--- src/rtl/sensor_beacon_decoder_table_unit_assert.svh ---
// Assertion macros for the beacon decoder table unit.
// Each macro expects signals named clock and reset in the including scope.
`ifndef SENSOR_BEACON_DECODER_TABLE_UNIT_ASSERT_SVH
`define SENSOR_BEACON_DECODER_TABLE_UNIT_ASSERT_SVH

// Condition holds on every clock edge out of reset.
`define SBDT_ASSERT_ALWAYS(lbl, cond, msg) \
   lbl: assert property (@(posedge clock) disable iff (reset) (cond)) else $error(msg);

// Same-cycle implication.
`define SBDT_ASSERT_IMPLIES(lbl, ante, cons, msg) \
   lbl: assert property (@(posedge clock) disable iff (reset) (ante) |-> (cons)) \
      else $error(msg);

// Next-cycle implication.
`define SBDT_ASSERT_NEXT(lbl, ante, cons, msg) \
   lbl: assert property (@(posedge clock) disable iff (reset) (ante) |=> (cons)) \
      else $error(msg);

`endif

--- src/rtl/sbdt_pkg.sv ---
// Shared constants, codes and controller/datapath types for the beacon decoder.
// No dependencies.
package sbdt_pkg;

   localparam int FRAME_LEN             = 26;
   localparam int COUNT_W               = 5;
   localparam int DATA_W                = 8;
   localparam int BOARD_W               = 24;
   localparam int WORD_W                = 16;
   localparam int STATUS_W              = 3;
   localparam int SLOT_W                = 3;
   localparam int CSR_INDEX_W           = 1;
   localparam int CSR_DATA_W            = 16;
   localparam int TABLE_ENTRIES_DEFAULT = 8;

   localparam logic [WORD_W-1:0] COMPANY_ID_RESET  = 16'h075B;
   localparam logic [DATA_W-1:0] BEACON_KIND_RESET = 8'h05;

   localparam logic [CSR_INDEX_W-1:0] CSR_COMPANY_ID  = 1'b0;
   localparam logic [CSR_INDEX_W-1:0] CSR_BEACON_KIND = 1'b1;

   typedef enum logic [STATUS_W-1:0] {
      ST_UPDATED    = 3'd0,
      ST_ADDED      = 3'd1,
      ST_TOO_SHORT  = 3'd2,
      ST_NOT_OURS   = 3'd3,
      ST_TABLE_FULL = 3'd4
   } status_type;

   typedef struct packed {
      logic take_byte;  // store one payload byte
      logic evaluate;   // check header, compare board against table
      logic commit;     // load result register, update table, restart frame
   } dp_cmd_type;

   typedef struct packed {
      logic [COUNT_W-1:0] byte_count;
      logic               table_full;
   } dp_status_type;

endpackage

--- src/rtl/sbdt_if.sv ---
// Valid/ready channels for payload bytes in and decoded results out.
// Depends on sbdt_pkg.
interface sbdt_req_if
   import sbdt_pkg::*;
   ();
   logic              valid;
   logic              ready;
   logic [DATA_W-1:0] data_byte;
   logic              last_byte;

   modport source (output valid, output data_byte, output last_byte, input ready);
   modport sink   (input valid, input data_byte, input last_byte, output ready);
endinterface

interface sbdt_rsp_if
   import sbdt_pkg::*;
   ();
   logic                     valid;
   logic                     ready;
   logic [STATUS_W-1:0]      status;
   logic [SLOT_W-1:0]        slot;
   logic [BOARD_W-1:0]       board_id;
   logic [DATA_W-1:0]        board_kind;
   logic [DATA_W-1:0]        voc_unit_kind;
   logic signed [WORD_W-1:0] temperature;
   logic [WORD_W-1:0]        pressure;
   logic [WORD_W-1:0]        humidity;
   logic [WORD_W-1:0]        voc_level;
   logic [WORD_W-1:0]        pm_one;
   logic [WORD_W-1:0]        pm_two_five;
   logic [WORD_W-1:0]        carbon_dioxide;

   modport source (output valid, output status, output slot, output board_id,
                   output board_kind, output voc_unit_kind, output temperature,
                   output pressure, output humidity, output voc_level, output pm_one,
                   output pm_two_five, output carbon_dioxide, input ready);
   modport sink   (input valid, input status, input slot, input board_id,
                   input board_kind, input voc_unit_kind, input temperature,
                   input pressure, input humidity, input voc_level, input pm_one,
                   input pm_two_five, input carbon_dioxide, output ready);
endinterface

--- src/rtl/sbdt_controller.sv ---
// Frame sequencer: collect bytes, evaluate, commit result into output register.
// Depends on sbdt_pkg.
module sbdt_controller
   import sbdt_pkg::*;
(
   input  logic       clock,
   input  logic       reset,
   input  logic       req_valid,
   input  logic       req_last,
   output logic       req_ready,
   output logic       rsp_valid,
   input  logic       rsp_ready,
   output dp_cmd_type cmd
);

   typedef enum logic [2:0] {
      S_COLLECT = 3'b001,
      S_MATCH   = 3'b010,
      S_RESOLVE = 3'b100
   } state_type;

   state_type state_ff, state_in;
   logic      rsp_valid_ff, rsp_valid_in;
   logic      take, commit;

   assign req_ready = (state_ff == S_COLLECT);
   assign take      = req_valid && req_ready;
   // result register frees up in the same cycle it is drained
   assign commit    = (state_ff == S_RESOLVE) && (!rsp_valid_ff || rsp_ready);

   always_comb begin
      state_in = state_ff;
      case (state_ff)
         S_COLLECT: begin
            if (take && req_last) state_in = S_MATCH;
         end
         S_MATCH: begin
            state_in = S_RESOLVE;
         end
         S_RESOLVE: begin
            if (commit) state_in = S_COLLECT;
         end
         default: begin
            state_in = S_COLLECT;
         end
      endcase
   end

   always_comb begin
      if (commit) begin
         rsp_valid_in = 1'b1;
      end else if (rsp_ready) begin
         rsp_valid_in = 1'b0;
      end else begin
         rsp_valid_in = rsp_valid_ff;
      end
   end

   always_ff @(posedge clock) begin
      if (reset) begin
         state_ff     <= S_COLLECT;
         rsp_valid_ff <= 1'b0;
      end else begin
         state_ff     <= state_in;
         rsp_valid_ff <= rsp_valid_in;
      end
   end

   assign rsp_valid     = rsp_valid_ff;
   assign cmd.take_byte = take;
   assign cmd.evaluate  = (state_ff == S_MATCH);
   assign cmd.commit    = commit;

endmodule

--- src/rtl/sbdt_datapath.sv ---
// Frame buffer, board table with parallel match, config registers, result register.
// Depends on sbdt_pkg.
module sbdt_datapath
   import sbdt_pkg::*;
#(
   parameter int TABLE_ENTRIES = TABLE_ENTRIES_DEFAULT
)(
   input  logic                     clock,
   input  logic                     reset,
   input  dp_cmd_type               cmd,
   output dp_status_type            status,
   input  logic [DATA_W-1:0]        data_byte,
   input  logic                     csr_write_enable,
   input  logic [CSR_INDEX_W-1:0]   csr_index,
   input  logic [CSR_DATA_W-1:0]    csr_write_data,
   output logic [STATUS_W-1:0]      out_status,
   output logic [SLOT_W-1:0]        out_slot,
   output logic [BOARD_W-1:0]       out_board_id,
   output logic [DATA_W-1:0]        out_board_kind,
   output logic [DATA_W-1:0]        out_voc_unit_kind,
   output logic signed [WORD_W-1:0] out_temperature,
   output logic [WORD_W-1:0]        out_pressure,
   output logic [WORD_W-1:0]        out_humidity,
   output logic [WORD_W-1:0]        out_voc_level,
   output logic [WORD_W-1:0]        out_pm_one,
   output logic [WORD_W-1:0]        out_pm_two_five,
   output logic [WORD_W-1:0]        out_carbon_dioxide
);

   localparam int IDX_W = (TABLE_ENTRIES > 1) ? $clog2(TABLE_ENTRIES) : 1;
   localparam int CNT_W = $clog2(TABLE_ENTRIES + 1);

   logic [WORD_W-1:0]  company_id_ff;
   logic [DATA_W-1:0]  beacon_kind_ff;
   logic [DATA_W-1:0]  frame_ff [FRAME_LEN];
   logic [COUNT_W-1:0] byte_count_ff;
   logic [BOARD_W-1:0] board_ff [TABLE_ENTRIES];
   logic [CNT_W-1:0]   entry_count_ff;
   logic [TABLE_ENTRIES-1:0] match_ff;
   logic               short_ff, foreign_ff;

   logic [BOARD_W-1:0] board_now;
   logic [IDX_W-1:0]   hit_idx, slot_sel;
   logic               found, full, keep;
   status_type         verdict;

   assign board_now = {frame_ff[4], frame_ff[5], frame_ff[6]};
   assign full      = (entry_count_ff >= CNT_W'(TABLE_ENTRIES));
   assign found     = |match_ff;

   // lowest matching entry wins
   always_comb begin
      hit_idx = '0;
      for (int i = TABLE_ENTRIES - 1; i >= 0; i--) begin
         if (match_ff[i]) hit_idx = IDX_W'(i);
      end
   end

   always_comb begin
      if (short_ff) begin
         verdict = ST_TOO_SHORT;
      end else if (foreign_ff) begin
         verdict = ST_NOT_OURS;
      end else if (found) begin
         verdict = ST_UPDATED;
      end else if (full) begin
         verdict = ST_TABLE_FULL;
      end else begin
         verdict = ST_ADDED;
      end
   end

   assign keep     = (verdict == ST_UPDATED) || (verdict == ST_ADDED);
   assign slot_sel = found ? hit_idx : entry_count_ff[IDX_W-1:0];

   // config registers
   always_ff @(posedge clock) begin
      if (reset) begin
         company_id_ff  <= COMPANY_ID_RESET;
         beacon_kind_ff <= BEACON_KIND_RESET;
      end else if (csr_write_enable) begin
         case (csr_index)
            CSR_COMPANY_ID:  company_id_ff  <= csr_write_data[WORD_W-1:0];
            CSR_BEACON_KIND: beacon_kind_ff <= csr_write_data[DATA_W-1:0];
            default: ;
         endcase
      end
   end

   // frame byte capture, saturating count
   always_ff @(posedge clock) begin
      if (reset) begin
         byte_count_ff <= '0;
      end else if (cmd.commit) begin
         byte_count_ff <= '0;
      end else if (cmd.take_byte && (byte_count_ff < COUNT_W'(FRAME_LEN))) begin
         byte_count_ff <= byte_count_ff + COUNT_W'(1);
      end
   end

   always_ff @(posedge clock) begin
      for (int k = 0; k < FRAME_LEN; k++) begin
         if (cmd.take_byte && (byte_count_ff == COUNT_W'(k))) frame_ff[k] <= data_byte;
      end
   end

   // evaluate stage: header check and parallel compare against live entries
   always_ff @(posedge clock) begin
      if (cmd.evaluate) begin
         short_ff   <= (byte_count_ff < COUNT_W'(FRAME_LEN));
         foreign_ff <= ({frame_ff[1], frame_ff[0]} != company_id_ff) ||
                       (frame_ff[2] != beacon_kind_ff);
         for (int i = 0; i < TABLE_ENTRIES; i++) begin
            match_ff[i] <= (board_ff[i] == board_now) && (CNT_W'(i) < entry_count_ff);
         end
      end
   end

   // table append
   always_ff @(posedge clock) begin
      if (reset) begin
         entry_count_ff <= '0;
      end else if (cmd.commit && (verdict == ST_ADDED)) begin
         entry_count_ff <= entry_count_ff + CNT_W'(1);
      end
   end

   always_ff @(posedge clock) begin
      for (int i = 0; i < TABLE_ENTRIES; i++) begin
         if (cmd.commit && (verdict == ST_ADDED) && (slot_sel == IDX_W'(i))) begin
            board_ff[i] <= board_now;
         end
      end
   end

   // result register; ignored frames carry only the status
   always_ff @(posedge clock) begin
      if (cmd.commit) begin
         out_status <= verdict;
         if (keep) begin
            out_slot           <= SLOT_W'(slot_sel);
            out_board_id       <= board_now;
            out_board_kind     <= frame_ff[3];
            out_voc_unit_kind  <= frame_ff[25];
            out_temperature    <= {frame_ff[12], frame_ff[11]};
            out_pressure       <= {frame_ff[10], frame_ff[9]};
            out_humidity       <= {frame_ff[14], frame_ff[13]};
            out_voc_level      <= {frame_ff[16], frame_ff[15]};
            out_pm_one         <= {frame_ff[18], frame_ff[17]};
            out_pm_two_five    <= {frame_ff[20], frame_ff[19]};
            out_carbon_dioxide <= {frame_ff[23], frame_ff[24]};
         end else begin
            out_slot           <= '0;
            out_board_id       <= '0;
            out_board_kind     <= '0;
            out_voc_unit_kind  <= '0;
            out_temperature    <= '0;
            out_pressure       <= '0;
            out_humidity       <= '0;
            out_voc_level      <= '0;
            out_pm_one         <= '0;
            out_pm_two_five    <= '0;
            out_carbon_dioxide <= '0;
         end
      end
   end

   assign status.byte_count = byte_count_ff;
   assign status.table_full = full;

endmodule

--- src/rtl/sensor_beacon_decoder_table_unit.sv ---
// Top level of the beacon decoder with its table of known boards.
// Depends on sbdt_pkg, sbdt_if, sbdt_controller, sbdt_datapath and the assert header.
//
// Usage:
//   req_chan carries one advertisement payload byte per beat, starting at the
//   little-endian company id; last_byte marks the final beat of the payload.
//   Bytes beyond the 26th are dropped. Only the final beat yields a beat on
//   rsp_chan: status, slot of the matched or added board, and decoded readings.
//   csr_* writes company_id (index 0) and beacon_kind (index 1); write only idle.
// Timing:
//   Non-final bytes are taken at one per cycle. After the final byte the block
//   moves to the match state for the header check and parallel board compare,
//   then to the resolve state, which picks the slot and loads the result
//   register once that register is free; rsp valid rises with the load.
// Stall:
//   The result register holds a finished result while the next frame streams
//   in; only the next frame's resolve step waits for it to be taken, and
//   req ready stays low until then.
// Reset:
//   Clears the byte count, the table fill count and the result valid, and
//   restores both config registers; table and frame contents stay undefined.
`include "sensor_beacon_decoder_table_unit_assert.svh"

module sensor_beacon_decoder_table_unit
   import sbdt_pkg::*;
#(
   parameter int TABLE_ENTRIES = TABLE_ENTRIES_DEFAULT
)(
   input  logic                   clock,
   input  logic                   reset,
   sbdt_req_if.sink               req_chan,
   sbdt_rsp_if.source             rsp_chan,
   input  logic                   csr_write_enable,
   input  logic [CSR_INDEX_W-1:0] csr_index,
   input  logic [CSR_DATA_W-1:0]  csr_write_data
);

   dp_cmd_type    cmd;
   dp_status_type dp_status;
   logic          req_ready;
   logic          rsp_valid;

   // sequencer: owns handshake and result-valid state
   sbdt_controller u_ctrl (
      .clock     (clock),
      .reset     (reset),
      .req_valid (req_chan.valid),
      .req_last  (req_chan.last_byte),
      .req_ready (req_ready),
      .rsp_valid (rsp_valid),
      .rsp_ready (rsp_chan.ready),
      .cmd       (cmd)
   );

   // storage, compare and result payload
   sbdt_datapath #(
      .TABLE_ENTRIES (TABLE_ENTRIES)
   ) u_dp (
      .clock              (clock),
      .reset              (reset),
      .cmd                (cmd),
      .status             (dp_status),
      .data_byte          (req_chan.data_byte),
      .csr_write_enable   (csr_write_enable),
      .csr_index          (csr_index),
      .csr_write_data     (csr_write_data),
      .out_status         (rsp_chan.status),
      .out_slot           (rsp_chan.slot),
      .out_board_id       (rsp_chan.board_id),
      .out_board_kind     (rsp_chan.board_kind),
      .out_voc_unit_kind  (rsp_chan.voc_unit_kind),
      .out_temperature    (rsp_chan.temperature),
      .out_pressure       (rsp_chan.pressure),
      .out_humidity       (rsp_chan.humidity),
      .out_voc_level      (rsp_chan.voc_level),
      .out_pm_one         (rsp_chan.pm_one),
      .out_pm_two_five    (rsp_chan.pm_two_five),
      .out_carbon_dioxide (rsp_chan.carbon_dioxide)
   );

   assign req_chan.ready = req_ready;
   assign rsp_chan.valid = rsp_valid;

   // byte count saturates at the frame length
   `SBDT_ASSERT_ALWAYS(a_count_sat, dp_status.byte_count <= COUNT_W'(FRAME_LEN), "byte count overran")

   // final beat closes the input until the result is committed
   `SBDT_ASSERT_NEXT(a_last_blocks, req_chan.valid && req_ready && req_chan.last_byte, !req_ready, "input open after final beat")

   // ignored frames carry zero slot and board
   `SBDT_ASSERT_IMPLIES(a_ignored_zero, rsp_valid && (rsp_chan.status == ST_TOO_SHORT || rsp_chan.status == ST_NOT_OURS || rsp_chan.status == ST_TABLE_FULL), rsp_chan.slot == '0 && rsp_chan.board_id == '0, "ignored frame leaked payload")

   // a table-full verdict needs a full table
   `SBDT_ASSERT_IMPLIES(a_full_consistent, rsp_valid && rsp_chan.status == ST_TABLE_FULL, dp_status.table_full, "table full reported with room left")

endmodule

--- src/flat_wrapper.sv ---
// flat-port wrapper written by rule: the top's interface ports become plain ports
module sensor_beacon_decoder_table_unit_flat import sbdt_pkg::*;
#(
   parameter int TABLE_ENTRIES = TABLE_ENTRIES_DEFAULT
)
  (clock, reset, csr_write_enable, csr_index, csr_write_data, req_chan_valid, req_chan_data_byte, req_chan_last_byte, req_chan_ready, rsp_chan_valid, rsp_chan_status, rsp_chan_slot, rsp_chan_board_id, rsp_chan_board_kind, rsp_chan_voc_unit_kind, rsp_chan_temperature, rsp_chan_pressure, rsp_chan_humidity, rsp_chan_voc_level, rsp_chan_pm_one, rsp_chan_pm_two_five, rsp_chan_carbon_dioxide, rsp_chan_ready);
  sbdt_req_if req_chan_i ();
  sbdt_rsp_if rsp_chan_i ();
  input  logic clock;
  input  logic reset;
  input  logic csr_write_enable;
  input  logic [CSR_INDEX_W-1:0] csr_index;
  input  logic [CSR_DATA_W-1:0] csr_write_data;
  input wire logic [$bits(req_chan_i.valid)-1:0] req_chan_valid;
  input wire logic [$bits(req_chan_i.data_byte)-1:0] req_chan_data_byte;
  input wire logic [$bits(req_chan_i.last_byte)-1:0] req_chan_last_byte;
  output wire logic [$bits(req_chan_i.ready)-1:0] req_chan_ready;
  output wire logic [$bits(rsp_chan_i.valid)-1:0] rsp_chan_valid;
  output wire logic [$bits(rsp_chan_i.status)-1:0] rsp_chan_status;
  output wire logic [$bits(rsp_chan_i.slot)-1:0] rsp_chan_slot;
  output wire logic [$bits(rsp_chan_i.board_id)-1:0] rsp_chan_board_id;
  output wire logic [$bits(rsp_chan_i.board_kind)-1:0] rsp_chan_board_kind;
  output wire logic [$bits(rsp_chan_i.voc_unit_kind)-1:0] rsp_chan_voc_unit_kind;
  output wire logic [$bits(rsp_chan_i.temperature)-1:0] rsp_chan_temperature;
  output wire logic [$bits(rsp_chan_i.pressure)-1:0] rsp_chan_pressure;
  output wire logic [$bits(rsp_chan_i.humidity)-1:0] rsp_chan_humidity;
  output wire logic [$bits(rsp_chan_i.voc_level)-1:0] rsp_chan_voc_level;
  output wire logic [$bits(rsp_chan_i.pm_one)-1:0] rsp_chan_pm_one;
  output wire logic [$bits(rsp_chan_i.pm_two_five)-1:0] rsp_chan_pm_two_five;
  output wire logic [$bits(rsp_chan_i.carbon_dioxide)-1:0] rsp_chan_carbon_dioxide;
  input wire logic [$bits(rsp_chan_i.ready)-1:0] rsp_chan_ready;
  assign req_chan_i.valid = req_chan_valid;
  assign req_chan_i.data_byte = req_chan_data_byte;
  assign req_chan_i.last_byte = req_chan_last_byte;
  assign req_chan_ready = req_chan_i.ready;
  assign rsp_chan_valid = rsp_chan_i.valid;
  assign rsp_chan_status = rsp_chan_i.status;
  assign rsp_chan_slot = rsp_chan_i.slot;
  assign rsp_chan_board_id = rsp_chan_i.board_id;
  assign rsp_chan_board_kind = rsp_chan_i.board_kind;
  assign rsp_chan_voc_unit_kind = rsp_chan_i.voc_unit_kind;
  assign rsp_chan_temperature = rsp_chan_i.temperature;
  assign rsp_chan_pressure = rsp_chan_i.pressure;
  assign rsp_chan_humidity = rsp_chan_i.humidity;
  assign rsp_chan_voc_level = rsp_chan_i.voc_level;
  assign rsp_chan_pm_one = rsp_chan_i.pm_one;
  assign rsp_chan_pm_two_five = rsp_chan_i.pm_two_five;
  assign rsp_chan_carbon_dioxide = rsp_chan_i.carbon_dioxide;
  assign rsp_chan_i.ready = rsp_chan_ready;
  sensor_beacon_decoder_table_unit #(.TABLE_ENTRIES(TABLE_ENTRIES)) u_core (.clock(clock), .reset(reset), .req_chan(req_chan_i), .rsp_chan(rsp_chan_i), .csr_write_enable(csr_write_enable), .csr_index(csr_index), .csr_write_data(csr_write_data));
endmodule
--- config.mk ---
export PLATFORM = sky130hd
export DESIGN_NAME = sensor_beacon_decoder_table_unit_flat
export DESIGN_NICKNAME = d
export VERILOG_FILES = /design/src/rtl/sbdt_pkg.sv /design/src/rtl/sbdt_if.sv /design/src/rtl/sbdt_controller.sv /design/src/rtl/sbdt_datapath.sv /design/src/rtl/sensor_beacon_decoder_table_unit.sv /design/src/flat_wrapper.sv
export VERILOG_INCLUDE_DIRS = /design/src /design/src/rtl
export SDC_FILE = /design/constraint.sdc
export NUM_CORES = 1
export LEC_CHECK = 0
export BUFFER_PORTS_ARGS = -buffer_cell sky130_fd_sc_hd__buf_2
export CELL_PAD_IN_SITES_DETAIL_PLACEMENT = 0
export CELL_PAD_IN_SITES_GLOBAL_PLACEMENT = 1
export CORE_MARGIN = 2
export CORE_UTILIZATION = 55
export CTS_BUF_LIST = sky130_fd_sc_hd__clkbuf_4 sky130_fd_sc_hd__clkbuf_8
export CTS_CLUSTER_SIZE = 16
export DETAILED_ROUTE_END_ITERATION = 6
export PLACE_DENSITY = 0.82
export REMOVE_ABC_BUFFERS = 1
export SYNTH_ARGS = -nofsm -noshare
export SYNTH_HDL_FRONTEND = slang
export SYNTH_SLANG_ARGS = --single-unit
--- constraint.sdc ---
create_clock -name clock -period 27.3 [get_ports clock]
set_input_delay 4.095 -clock clock [delete_from_list [all_inputs] [get_ports clock]]
set_output_delay 4.095 -clock clock [all_outputs]
set_load 0.05 [all_outputs]
* Word-level counts from Yosys, hierarchy flattened
Memories as Yosys holds them, arrays and structs flattened. A register that Yosys moved wholly into a read port is not among the register bits. Cells that the tools add are included.
Word-level totals: flip-flop bits (word level) 77, latch bits 0, memory bits (writable) 400, memory bits (read-only) 0, input bits 31, output and inout port bits 160, memories 2
Memory list:
- u_core.u_dp.frame_ff | words 26, bits a word 8, read ports 22, clocked after memory_dff 16, wr ports 1, RTL line sbdt_datapath.sv:35 | logic [DATA_W-1:0] frame_ff [FRAME_LEN];
- u_core.u_dp.board_ff | words 8, bits a word 24, read ports 8, clocked after memory_dff 0, wr ports 1, RTL line sbdt_datapath.sv:37 | logic [BOARD_W-1:0] board_ff [TABLE_ENTRIES];
Cells by class: add/sub/neg operators 2, multiply operators 0, div/mod/pow operators 0, $lt $le $gt $ge 10, equality and inequality tests 48, shift-type cells 0, mux-type cells 182, bitwise operators 1, reduce and logical (&&, ||, !) cells 108
Operators with widths (count):
- $reduce_or 8->1 | 26
- $mux 8 | 25
- $eq 24x24->1 | 8
- $mux 24 | 7
- $reduce_or 24->1 | 7
- $mux 5 | 25
- $mux 1 | 102
- $mux 3 | 22
- $eq 5x5->1 const B | 10
- $logic_and 1x1->1 | 47
- $eq 5x4->1 const B | 8
- $eq 5x3->1 const B | 4
- $logic_not 1->1 | 17
- $lt 3x4->1 const A | 4
- $ne 16x16->1 | 1
- $eq 3x3->1 const B | 5
- $eq 5x2->1 const B | 2
- $eq 3x1->1 const B | 3
- $eq 3x2->1 const B | 3
- $pmux 3 s3 | 1
- $lt 1x4->1 const A | 2
- $lt 2x4->1 const A | 2
- $ne 8x8->1 | 1
- $logic_not 3->1 | 2
- other kinds (13) | 17

* Longest topological paths before layout
Gate-level depths: netlist (run 1).
word-level depth 31, gate-level depth with buffers 7

* Modules after synthesis
A second synthesis (run 1) with hierarchy kept.
Unflattened totals: cell total of the unflattened synthesis 1300, area total of the unflattened synthesis 21888.5 um^2
Modules (own cells, without submodules):
- sbdt_datapath | times used 1, cells an instance 1276, area each 21664.5 um^2
- sbdt_controller | times used 1, cells an instance 24, area each 224.0 um^2

* Least setup slack after synthesis (run 1)
No wires, ideal clock.
kind input port to flip-flop, from input rsp_chan_ready, to register u_core.u_dp.byte_count_ff[4], library setup time 0.138 ns, data arrival time 11.671 ns, data required time 27.162 ns, slack 15.491 ns, stages on the path 4, buffers on the path 0, path through nor2b_1 nor2_1 or2_2 a311oi_1
On the way: longest elaborated chain between the ends 3
Ends and longest elaborated chain:
- start, declared | RTL line flat_wrapper.sv:31 | input wire logic [$bits(rsp_chan_i.ready)-1:0] rsp_chan_ready;
- $logic_or 1x1->1 | RTL line sbdt_controller.sv:29 | assign commit = (state_ff == S_RESOLVE) && (!rsp_valid_ff || rsp_ready);
- $logic_and 1x1->1 | RTL line sbdt_controller.sv:29
- via u_core.u_ctrl.commit | RTL line sbdt_controller.sv:24 | logic take, commit;
- $reduce_or 2->1 (no line)
- end signal, assigned | RTL line sbdt_datapath.sv:97 | byte_count_ff <= byte_count_ff + COUNT_W'(1);
- end, declared | RTL line sbdt_datapath.sv:36 | logic [COUNT_W-1:0] byte_count_ff;
The timed path passes the listed nets, and every way through them passes these cells. A chain may end at the register's enable or synchronous reset.

* Final worst setup path (run 1)
Ends and elaborated chain as after synthesis.

==> results.cfg, run 1 <==
[routing]
viasPerCell = 5.34
drt-total-wl_um = 46000
vias = 11400
ant_nets = 0
wire_per_inst_um = 21.6
drc = 0
drtPass1Iterations = 5
dr.first_iter.drc_count = 754

[worst_setup_path]
timing.rr.end = u_core.u_dp.byte_count_ff[4]
reg2regPathDepth = 6
critPathArrivalTime_ns = 6.78
r2r_start = u_core.u_ctrl.state_ff[2]
crit_type = input pin to flip-flop
crit_path_end_kind = flip-flop
cp-endpoint = u_core.u_dp.byte_count_ff[4]
reg2reg_slack_ns = 23.76
startpoint_type = input pin
worstPathMaxFanout = 79
startpoint = rsp_chan_ready
critPathRequiredTime_ns = 27.78

[placement]
post-place-ws_ns = 20.33
hpwl_um = 27700
numPortBuffers = 190
place_congestion = 0.795

[sta]
rsz0062_at_grt = false
period_share = 0.231
holdWs_ns = 0.472
finalSetupViolations = 0
finalHoldViolations = 0
slew_viol_final = 0
fin_setup_tns_ns = 0
fin_worst_skew_ns = 0.0330
slew_headroom = 0.277
finalCriticalPeriod_ns = 6.30
worst_slew_pin_slew_ns = 1.08
max_freq_mhz = 159
layout_setup_ws_ns = 21.00

[die]
placementRows = 72
die_area_um2 = 40800
io_pins = 191
die_width_um = 202
die_h_um = 202
coreArea_um2 = 38700
start_util = 0.557

[cts]
clkLatencyLatePin_ns = 0.64
ctsResizeCount = 0
hold_buffers = 0
cts-htree-levels = 3
path_clk_slew_ns = 0.06
cts_root_buf = clkbuf_8
cts_tree = built
cts_made_buffers = 88
cts_buffer_depth = 3
cts_sinks = 573
post_cts_buffers = 0

[cells_and_area]
syn2layout_area_growth_pct = 15.6
num_antenna_cells = 0
finish.utilization = 0.644
final_layout_size_suffix_gt1_frac = 0.233
num-fill-cells = 2773
final_nets = 1586

[global_routing]
grt_pass1_vias = 11800
top_usage_layer = met2
grt_max_degree = 115
grt_pass1_wl_um = 69100
grt_use_met2 = 0.378
global_route.usage.met1 = 0.298
antenna_found_initial = 0
grt.total_usage = 0.228
grt_overflow = 0
use_met3 = 0.0569

[pwr]
finalPower_mw = 1.68
leakagePower_nw = 8.55
power_density_nw_per_um2 = 67.3
irDropWorstVdd_mv = 0.0540

[run]
drv_cap = 0

[synthesis]
postSynthCellCount = 1291
synthDistinctLibCells = 45
ys_ff_latch = 573
ys_warn_count = 0
synth-edff-count = 536
yosysSeqAreaShare = 0.780
syn_area_um2 = 21600
synth.avg_cell_area_um2 = 16.7
async_flop_share = 0
synth_ff_type = edfxtp_1

[run_status]
outcome = finished, final reports clean

[hold_path]
hold_depth = 2
min_path_type = flip-flop to flip-flop
[power by group]
group	switching, mW	internal (mW)
Clock	0.321	0.368
Combinational	0.0201	0.00934
Sequential	0.00402	0.958
Total	0.345	1.33
[cells in the mapped netlist (5+ instances only)]
library cell  count  area (um2)
a21oi_1          25         125
and2_1          157         982
and3_1           12        75.1
buf_2             5        25.0
clkbuf_1         37         139
clkbuf_2         11        55.1
dfxtp_1          37         741
edfxtp_1        536       16100
ha_1              7        87.6
inv_1             9        33.8
nand2_1          59         221
nand2b_1          5        31.3
nand3_1          22         110
nand3b_1         10        75.1
nand4_1          18         113
nor2_1           26        97.6
nor3_1           15        75.1
nor4_1           40         250
xnor2_1          89         780
xor2_1          130        1140
[logic make-up (layout without fill, tap and decap cells)]
kind of cell | after synthesis | after routing | share of synthesized area
DFF | 573 | 573 | 0.780
muxes | 1 | 1 | 0.000464
adders and majority gates | 7 | 7 | 0.00406
buffers and inverters | 64 | 389 | 0.0122
xor gates and xnor gates | 219 | 219 | 0.0889
and+or+nand+nor | 384 | 384 | 0.102
AOI/OAI and AO/OA | 43 | 43 | 0.0122
[per-stage QoR]
| stage | instance area [um2] | std cells |
|---|---|---|
| final | 25000 | 2134 |
| after global routing | 25000 | 2134 |
| after CTS | 25000 | 2134 |
| after detailed placement | 23300 | 1976 |
| after global placement | 23300 | 1976 |
| after floorplan | 21400 | 1236 |
[layout by cell type (no fill, tap or decap), drive strengths merged, types with 2 or more instances in the layout]
master	instances
and2	157
nor2b	4
clkinvlp	3
nor2	26
or2	3
buf	222
nor4	42
dfxtp	37
edfxtp	536
nand3	22
nand3b	10
nand4	18
nand2b	5
nand2	59
o31ai	2
ha	7
o2111ai	4
nor3	16
clkinv	30
and3	12
or4	3
o21ai	4
xnor2	89
bufinv	2
nor3b	3
inv	13
a21oi	26
xor2	130
clkbuf	119
[how the worst min path moves through the flow]
stage                                              from                       endpoint  slack, ns
after floorplan           u_core.u_dp.beacon_kind_ff[5]  u_core.u_dp.beacon_kind_ff[5]       0.44
after global placement     u_core.u_dp.company_id_ff[7]   u_core.u_dp.company_id_ff[7]       0.46
after detailed placement   u_core.u_dp.company_id_ff[2]   u_core.u_dp.company_id_ff[2]       0.46
after CTS                  u_core.u_dp.company_id_ff[2]   u_core.u_dp.company_id_ff[2]       0.47
after global routing      u_core.u_dp.company_id_ff[12]  u_core.u_dp.company_id_ff[12]       0.49
final                      u_core.u_dp.company_id_ff[2]   u_core.u_dp.company_id_ff[2]       0.47
[critical path, cell delays in order]
cell and delay, ns:
buf_2 0.09, nor2b_1 0.07, nor2_4 0.40, buf_4 0.75, buf_4 0.90, or2_2 0.30, a311oi_1 0.06
[registers in the layout, indices dropped and copies added (netlist names)]
| name | cells |
|---|---|
| u_core.u_ctrl.rsp_valid | 1 |
| u_core.u_ctrl.state_ff | 3 |
| u_core.u_dp.beacon_kind_ff | 8 |
| u_core.u_dp.board_ff | 192 |
| u_core.u_dp.byte_count_ff | 5 |
| u_core.u_dp.company_id_ff | 16 |
| u_core.u_dp.entry_count_ff | 4 |
| u_core.u_dp.foreign_ff | 1 |
| u_core.u_dp.frame_ff | 176 |
| u_core.u_dp.match_ff | 8 |
| u_core.u_dp.out_board_id | 24 |
| u_core.u_dp.out_board_kind | 8 |
| u_core.u_dp.out_carbon_dioxide | 16 |
| u_core.u_dp.out_humidity | 16 |
| u_core.u_dp.out_pm_one | 16 |
| u_core.u_dp.out_pm_two_five | 16 |
| u_core.u_dp.out_pressure | 16 |
| u_core.u_dp.out_slot | 3 |
| u_core.u_dp.out_status | 3 |
| u_core.u_dp.out_temperature | 16 |
| u_core.u_dp.out_voc_level | 16 |
| u_core.u_dp.out_voc_unit_kind | 8 |
| u_core.u_dp.short_ff | 1 |
[final cells by class]
class / instances / area [um2] / share of cell area
clock inverter: 39 / 240 / 0.00963
tap: 518 / 648 / 0.0260
multi-input combinational: 654 / 4540 / 0.182
sequential: 573 / 16800 / 0.675
timing repair buffer: 222 / 1190 / 0.0477
inverter: 9 / 33.8 / 0.00135
clock buffer: 119 / 1460 / 0.0586
[layer usage]
layer,part of all wire,vias up
li1,-,5208
met1,0.41,5744
met2,0.50,371
met3,0.074,80
met4,0.021,0
met5,0,-
No activity file was read; power rests on OpenSTA's default activity.
==> run 2, diff against run 1 <==
--- a/config.mk
+++ b/config.mk
@@ -10,11 +10,11 @@
 export CELL_PAD_IN_SITES_DETAIL_PLACEMENT = 0
 export CELL_PAD_IN_SITES_GLOBAL_PLACEMENT = 1
 export CORE_MARGIN = 2
-export CORE_UTILIZATION = 55
+export CORE_UTILIZATION = 52
 export CTS_BUF_LIST = sky130_fd_sc_hd__clkbuf_4 sky130_fd_sc_hd__clkbuf_8
 export CTS_CLUSTER_SIZE = 16
 export DETAILED_ROUTE_END_ITERATION = 6
-export PLACE_DENSITY = 0.82
+export PLACE_DENSITY = 0.78
 export REMOVE_ABC_BUFFERS = 1
 export SYNTH_ARGS = -nofsm -noshare
 export SYNTH_HDL_FRONTEND = slang
==> constraint.sdc (replaced) <==
create_clock -name clock -period 6.5 [get_ports clock]
set_input_delay 0.975 -clock clock [delete_from_list [all_inputs] [get_ports clock]]
set_output_delay 0.975 -clock clock [all_outputs]
set_load 0.05 [all_outputs]
==> run 2 against run 1 <==
Compared with the run above:
- sequential power grew to 4.2 times the previous value
- final area shrank 0.41%
- final cell count grew 0.37%
- hold slack is essentially flat
- count of clock-buffer cells in the layout shrank 7
- setup slack lost 17 ns
- core utilization shrank 3.7 points
- combinational power grew to 4.1 times the previous value
- sequential share of layout area grew 0.27 points
- largest power group unchanged
- highest routed layer unchanged
==> results.cfg, run 2 (synthesis results as in run 1) <==
[run_status]
outcome = finished, final reports clean

[global_routing]
antenna_found_initial = 0
grt_pass1_vias = 11500
grt.total_usage = 0.209
grt_max_degree = 157
grt_pass1_wl_um = 67900
grt_overflow = 0

[die]
die_h_um = 208
die_width_um = 208
start_util = 0.527
placementRows = 74
io_pins = 191
die_area_um2 = 43200
coreArea_um2 = 40900

[routing]
drt-total-wl_um = 45400
wire_per_inst_um = 21.2
dr.first_iter.drc_count = 626
ant_nets = 0
vias = 11100
drc = 0
viasPerCell = 5.17
drtPass1Iterations = 5

[cts]
cts-htree-levels = 3
cts_tree = built
cts_made_buffers = 87
cts_sinks = 573
path_clk_slew_ns = 0.06
cts_buffer_depth = 3
clkLatencyLatePin_ns = 0.64
ctsResizeCount = 0
post_cts_buffers = 0
cts_root_buf = clkbuf_8
hold_buffers = 0

[sta]
fin_worst_skew_ns = 0.0237
worst_slew_pin_slew_ns = 1.10
layout_setup_ws_ns = 3.90
slew_headroom = 0.264
period_share = 0.400
finalHoldViolations = 0
finalCriticalPeriod_ns = 2.60
max_freq_mhz = 385
finalSetupViolations = 0
slew_viol_final = 0
rsz0062_at_grt = false

[placement]
post-place-ws_ns = 3.35
hpwl_um = 27700
numPortBuffers = 190
place_congestion = 0.789

[pwr]
finalPower_mw = 6.89
power_density_nw_per_um2 = 277
leakagePower_nw = 8.48
irDropWorstVdd_mv = 0.208

[cells_and_area]
final_nets = 1582
regMostFlops = u_core.u_dp.board_ff
syn2layout_area_growth_pct = 15.2
final_common_cell = edfxtp_1
num_antenna_cells = 0
reg_top3 = u_core.u_dp.board_ff (192), u_core.u_dp.frame_ff (176), u_core.u_dp.out_board_id (24)
final_layout_size_suffix_gt1_frac = 0.229
final_cell_mix = 536 x edfxtp_1, 190 x buf_2, 157 x and2_1
largest_register_ffs = 192

[worst_setup_path]
startpoint = u_core.u_ctrl.state_ff[0]
critPathArrivalTime_ns = 1.62
reg2regPathDepth = 6
worstPathMaxFanout = 7
startpoint_type = flip-flop
cp-endpoint = req_chan_ready
timing.rr.end = u_core.u_dp.out_board_id[10]
crit_type = flip-flop to output pin
crit_path_end_kind = output pin
critPathRequiredTime_ns = 5.52
r2r_start = u_core.u_dp.match_ff[1]
reg2reg_slack_ns = 3.95

[run]
drv_cap = 0

[hold_path]
min_path_type = flip-flop to flip-flop
[run 2: power by group]
group	internal [mW]	switching (mW)
clock	1.40	1.33
combinational	0.0391	0.0833
sequential	4.02	0.0168
[run 2: critical path, stage by stage (launching register included)]
cell,delay (ns)
dfxtp_1,0.42
nor3b_1,0.27
buf_2,0.31
[run 2: area by class of cell]
cell class	instances	area [um2]
flip-flops and latches	573	16800
fillers	3121	16100
multi-input cells	654	4540
clock buffers	112	1390
repair buffers	219	1180
well taps	532	666
clock inverters	43	209
inverters	9	33.8
[run 2: how the worst min path moves through the flow]
stage	from	end	slack (ns)	cells past startpoint
2_1_floorplan	u_core.u_dp.beacon_kind_ff[5]	u_core.u_dp.beacon_kind_ff[5]	0.44	2
3_3_place_gp	u_core.u_dp.beacon_kind_ff[7]	u_core.u_dp.beacon_kind_ff[7]	0.46	2
3_5_place_dp	u_core.u_dp.beacon_kind_ff[4]	u_core.u_dp.beacon_kind_ff[4]	0.46	2
4_1_cts	u_core.u_dp.company_id_ff[11]	u_core.u_dp.company_id_ff[11]	0.48	2
5_1_grt	u_core.u_dp.company_id_ff[11]	u_core.u_dp.company_id_ff[11]	0.49	2
6_report	u_core.u_dp.company_id_ff[12]	u_core.u_dp.company_id_ff[12]	0.47	2
[run 2: layer usage]
| layer | vias up | track usage | routed length [um] |
|---|---|---|---|
| li1 | 5198 | - | - |
| met1 | 5549 | 0.262 | 18400 |
| met2 | 278 | 0.353 | 23100 |
| met3 | 55 | 0.0584 | 2940 |
| met4 | 0 | 0.0714 | 992 |
| met5 | - | 0 | 0 |
[run 2: metrics by stage]
step | setup TNS (ns) | utilization | hold WS, ns | instance area, um2 | cells
global placement | 0 | 0.568 | 0.458 | 23300 | 1987
CTS | 0 | 0.607 | 0.475 | 24900 | 2142
floorplan | -294.62 | - | 0.442 | 21400 | 1236
global route | 0 | 0.607 | 0.490 | 24900 | 2142
detailed placement | 0 | 0.568 | 0.463 | 23300 | 1987
finish | 0 | 0.607 | 0.472 | 24900 | 2142
==> run 3, diff against run 2 <==
==> constraint.sdc (replaced) <==
create_clock -name clock -period 2.6 [get_ports clock]
set_input_delay 0.39 -clock clock [delete_from_list [all_inputs] [get_ports clock]]
set_output_delay 0.39 -clock clock [all_outputs]
set_load 0.05 [all_outputs]
==> run 3 against run 2 <==
Compared with the run above:
- die area did not move
- critical endpoint is now u_core.u_dp.board_ff[1][77]
- first-iteration DRC count fell by 6.7%
- total power rose to 2.5 times the previous value
- sequential cell count did not move
- largest power group unchanged
- combinational power rose to 2.7 times the previous value
- clock skew rose by 0.011 ns
- setup slack got worse by 3.6 ns
==> results.cfg, run 3 (synthesis results as in run 1) <==
[placement]
post-place-ws_ns = 0.295
placed_area_um2 = 23700
place_congestion = 0.790
numPortBuffers = 190
hpwl_um = 28600
post-place-cells = 2031

[cells_and_area]
syn2layout_area_growth_pct = 18.1
final_nets = 1643
fin_area_um2 = 25500
regMostFlops = u_core.u_dp.board_ff
reg_top3 = u_core.u_dp.board_ff (192), u_core.u_dp.frame_ff (176), u_core.u_dp.out_board_id (24)
largest_register_ffs = 192
instances_no_fill = 2198
num_antenna_cells = 0
final_layout_size_suffix_gt1_frac = 0.249
final_cell_mix = 536 x edfxtp_1, 190 x buf_2, 157 x and2_1
finish.utilization = 0.623
final_common_cell = edfxtp_1

[cts]
clkLatencyLatePin_ns = 0.64
path_clk_slew_ns = 0.05
ctsResizeCount = 0
cts-htree-levels = 3
cts_made_buffers = 88
cts_sinks = 573
cts_root_buf = clkbuf_8
hold_buffers = 16
cts_buffer_depth = 3
post_cts_buffers = 0
cts_tree = built

[global_routing]
grt_max_degree = 146
grt_overflow = 0
grt_pass1_vias = 11600
antenna_found_initial = 0
grt_pass1_wl_um = 68600
grt.total_usage = 0.211

[sta]
slew_headroom = 0.463
finalCriticalPeriod_ns = 2.33
worst_slew_pin_slew_ns = 0.802
rsz0062_at_grt = false
max_freq_mhz = 429
slew_viol_final = 0
layout_setup_ws_ns = 0.267
finalHoldViolations = 0
period_share = 0.897
fin_worst_skew_ns = 0.0348
fin_setup_tns_ns = 0
holdWs_ns = 0.107
finalSetupViolations = 0

[pwr]
irDropWorstVdd_mv = 0.559
swShare = 0.205
seq_power_share = 0.578
p_int_mw = 13.9
power.share.clock = 0.403
finalPower_mw = 17.5
power_density_nw_per_um2 = 685
comb_power_share = 0.019
leakagePower_nw = 8.83
switchingPower_mw = 3.57

[routing]
viasPerCell = 5.20
ant_nets = 0
drc = 0
wire_per_inst_um = 21.0
drtPass1Iterations = 5
drt-total-wl_um = 46100
vias = 11400
dr.first_iter.drc_count = 584

[worst_setup_path]
critPathRequiredTime_ns = 2.89
worstPathMaxFanout = 24
crit_type = flip-flop to flip-flop
critPathArrivalTime_ns = 2.62
crit_path_end_kind = flip-flop
startpoint_type = flip-flop

[die]
placementRows = 74
die_h_um = 208
coreArea_um2 = 40900
die_width_um = 208
die_area_um2 = 43200
start_util = 0.527
io_pins = 191

[run_status]
outcome = finished, final reports clean

[hold_path]
min_path_type = input pin to flip-flop

[run]
drv_cap = 0
[run 3: cell types whose count changed in the layout (fill, tap and decap cells not counted), sizes merged]
cell,previous run,this run
bufinv,0,1
clkbuf,112,118
dlygate4sd3,0,16
clkinv,36,27
inv,12,11
buf,219,263
clkinvlp,4,3
[run 3: path summary, 6_finish.rpt]
| kind | startpoint | to | slack [ns] | cells after the start |
|---|---|---|---|---|
| worst min-delay path | req_chan_valid | u_core.u_ctrl.state_ff[1] | 0.11 | 3 |
| worst max-delay path | u_core.u_ctrl.state_ff[2] | u_core.u_dp.board_ff[1][77] | 0.27 | 5 |
| worst max register to register | u_core.u_ctrl.state_ff[2] | u_core.u_dp.board_ff[1][77] | 0.27 | 5 |
| worst min register to register | u_core.u_dp.beacon_kind_ff[3] | u_core.u_dp.beacon_kind_ff[3] | 0.47 | 2 |
[run 3: layer usage]
| metal | GRT usage | vias to the layer above | wire (um) |
|---|---|---|---|
| met4 | 0.0611 | 0 | 752 |
| met5 | 0 | - | 0 |
| met3 | 0.0584 | 57 | 3110 |
| met1 | 0.266 | 5760 | 18800 |
| li1 | - | 5322 | - |
| met2 | 0.359 | 285 | 23400 |
[run 3: power groups by stage]
| stage | registers (mW) | logic (mW) | clock network (mW) |
|---|---|---|---|
| after floorplan | 10.3 | 0.153 | 0 |
| after global placement | 10.3 | 0.307 | 0 |
| after detailed placement | 10.3 | 0.315 | 0 |
| after CTS | 10.1 | 0.336 | 7.20 |
| after global routing | 10.1 | 0.363 | 7.59 |
| final | 10.1 | 0.331 | 7.04 |
[run 3: final cells by class]
class | instances | area, um2
flip-flops and latches | 573 | 16800
fillers | 3030 | 15400
multi-input cells | 654 | 4540
repair buffers | 279 | 1760
clock buffers | 118 | 1450
well taps | 532 | 666
clock inverters | 33 | 194
inverters | 9 | 33.8
[run 3: critical path: stages, from the launching register on]
cell and delay (ns):
dfxtp_1 0.44, or3b_4 0.45, nor3_2 0.27, nand3_1 0.27, nor3_2 0.22, buf_4 0.34
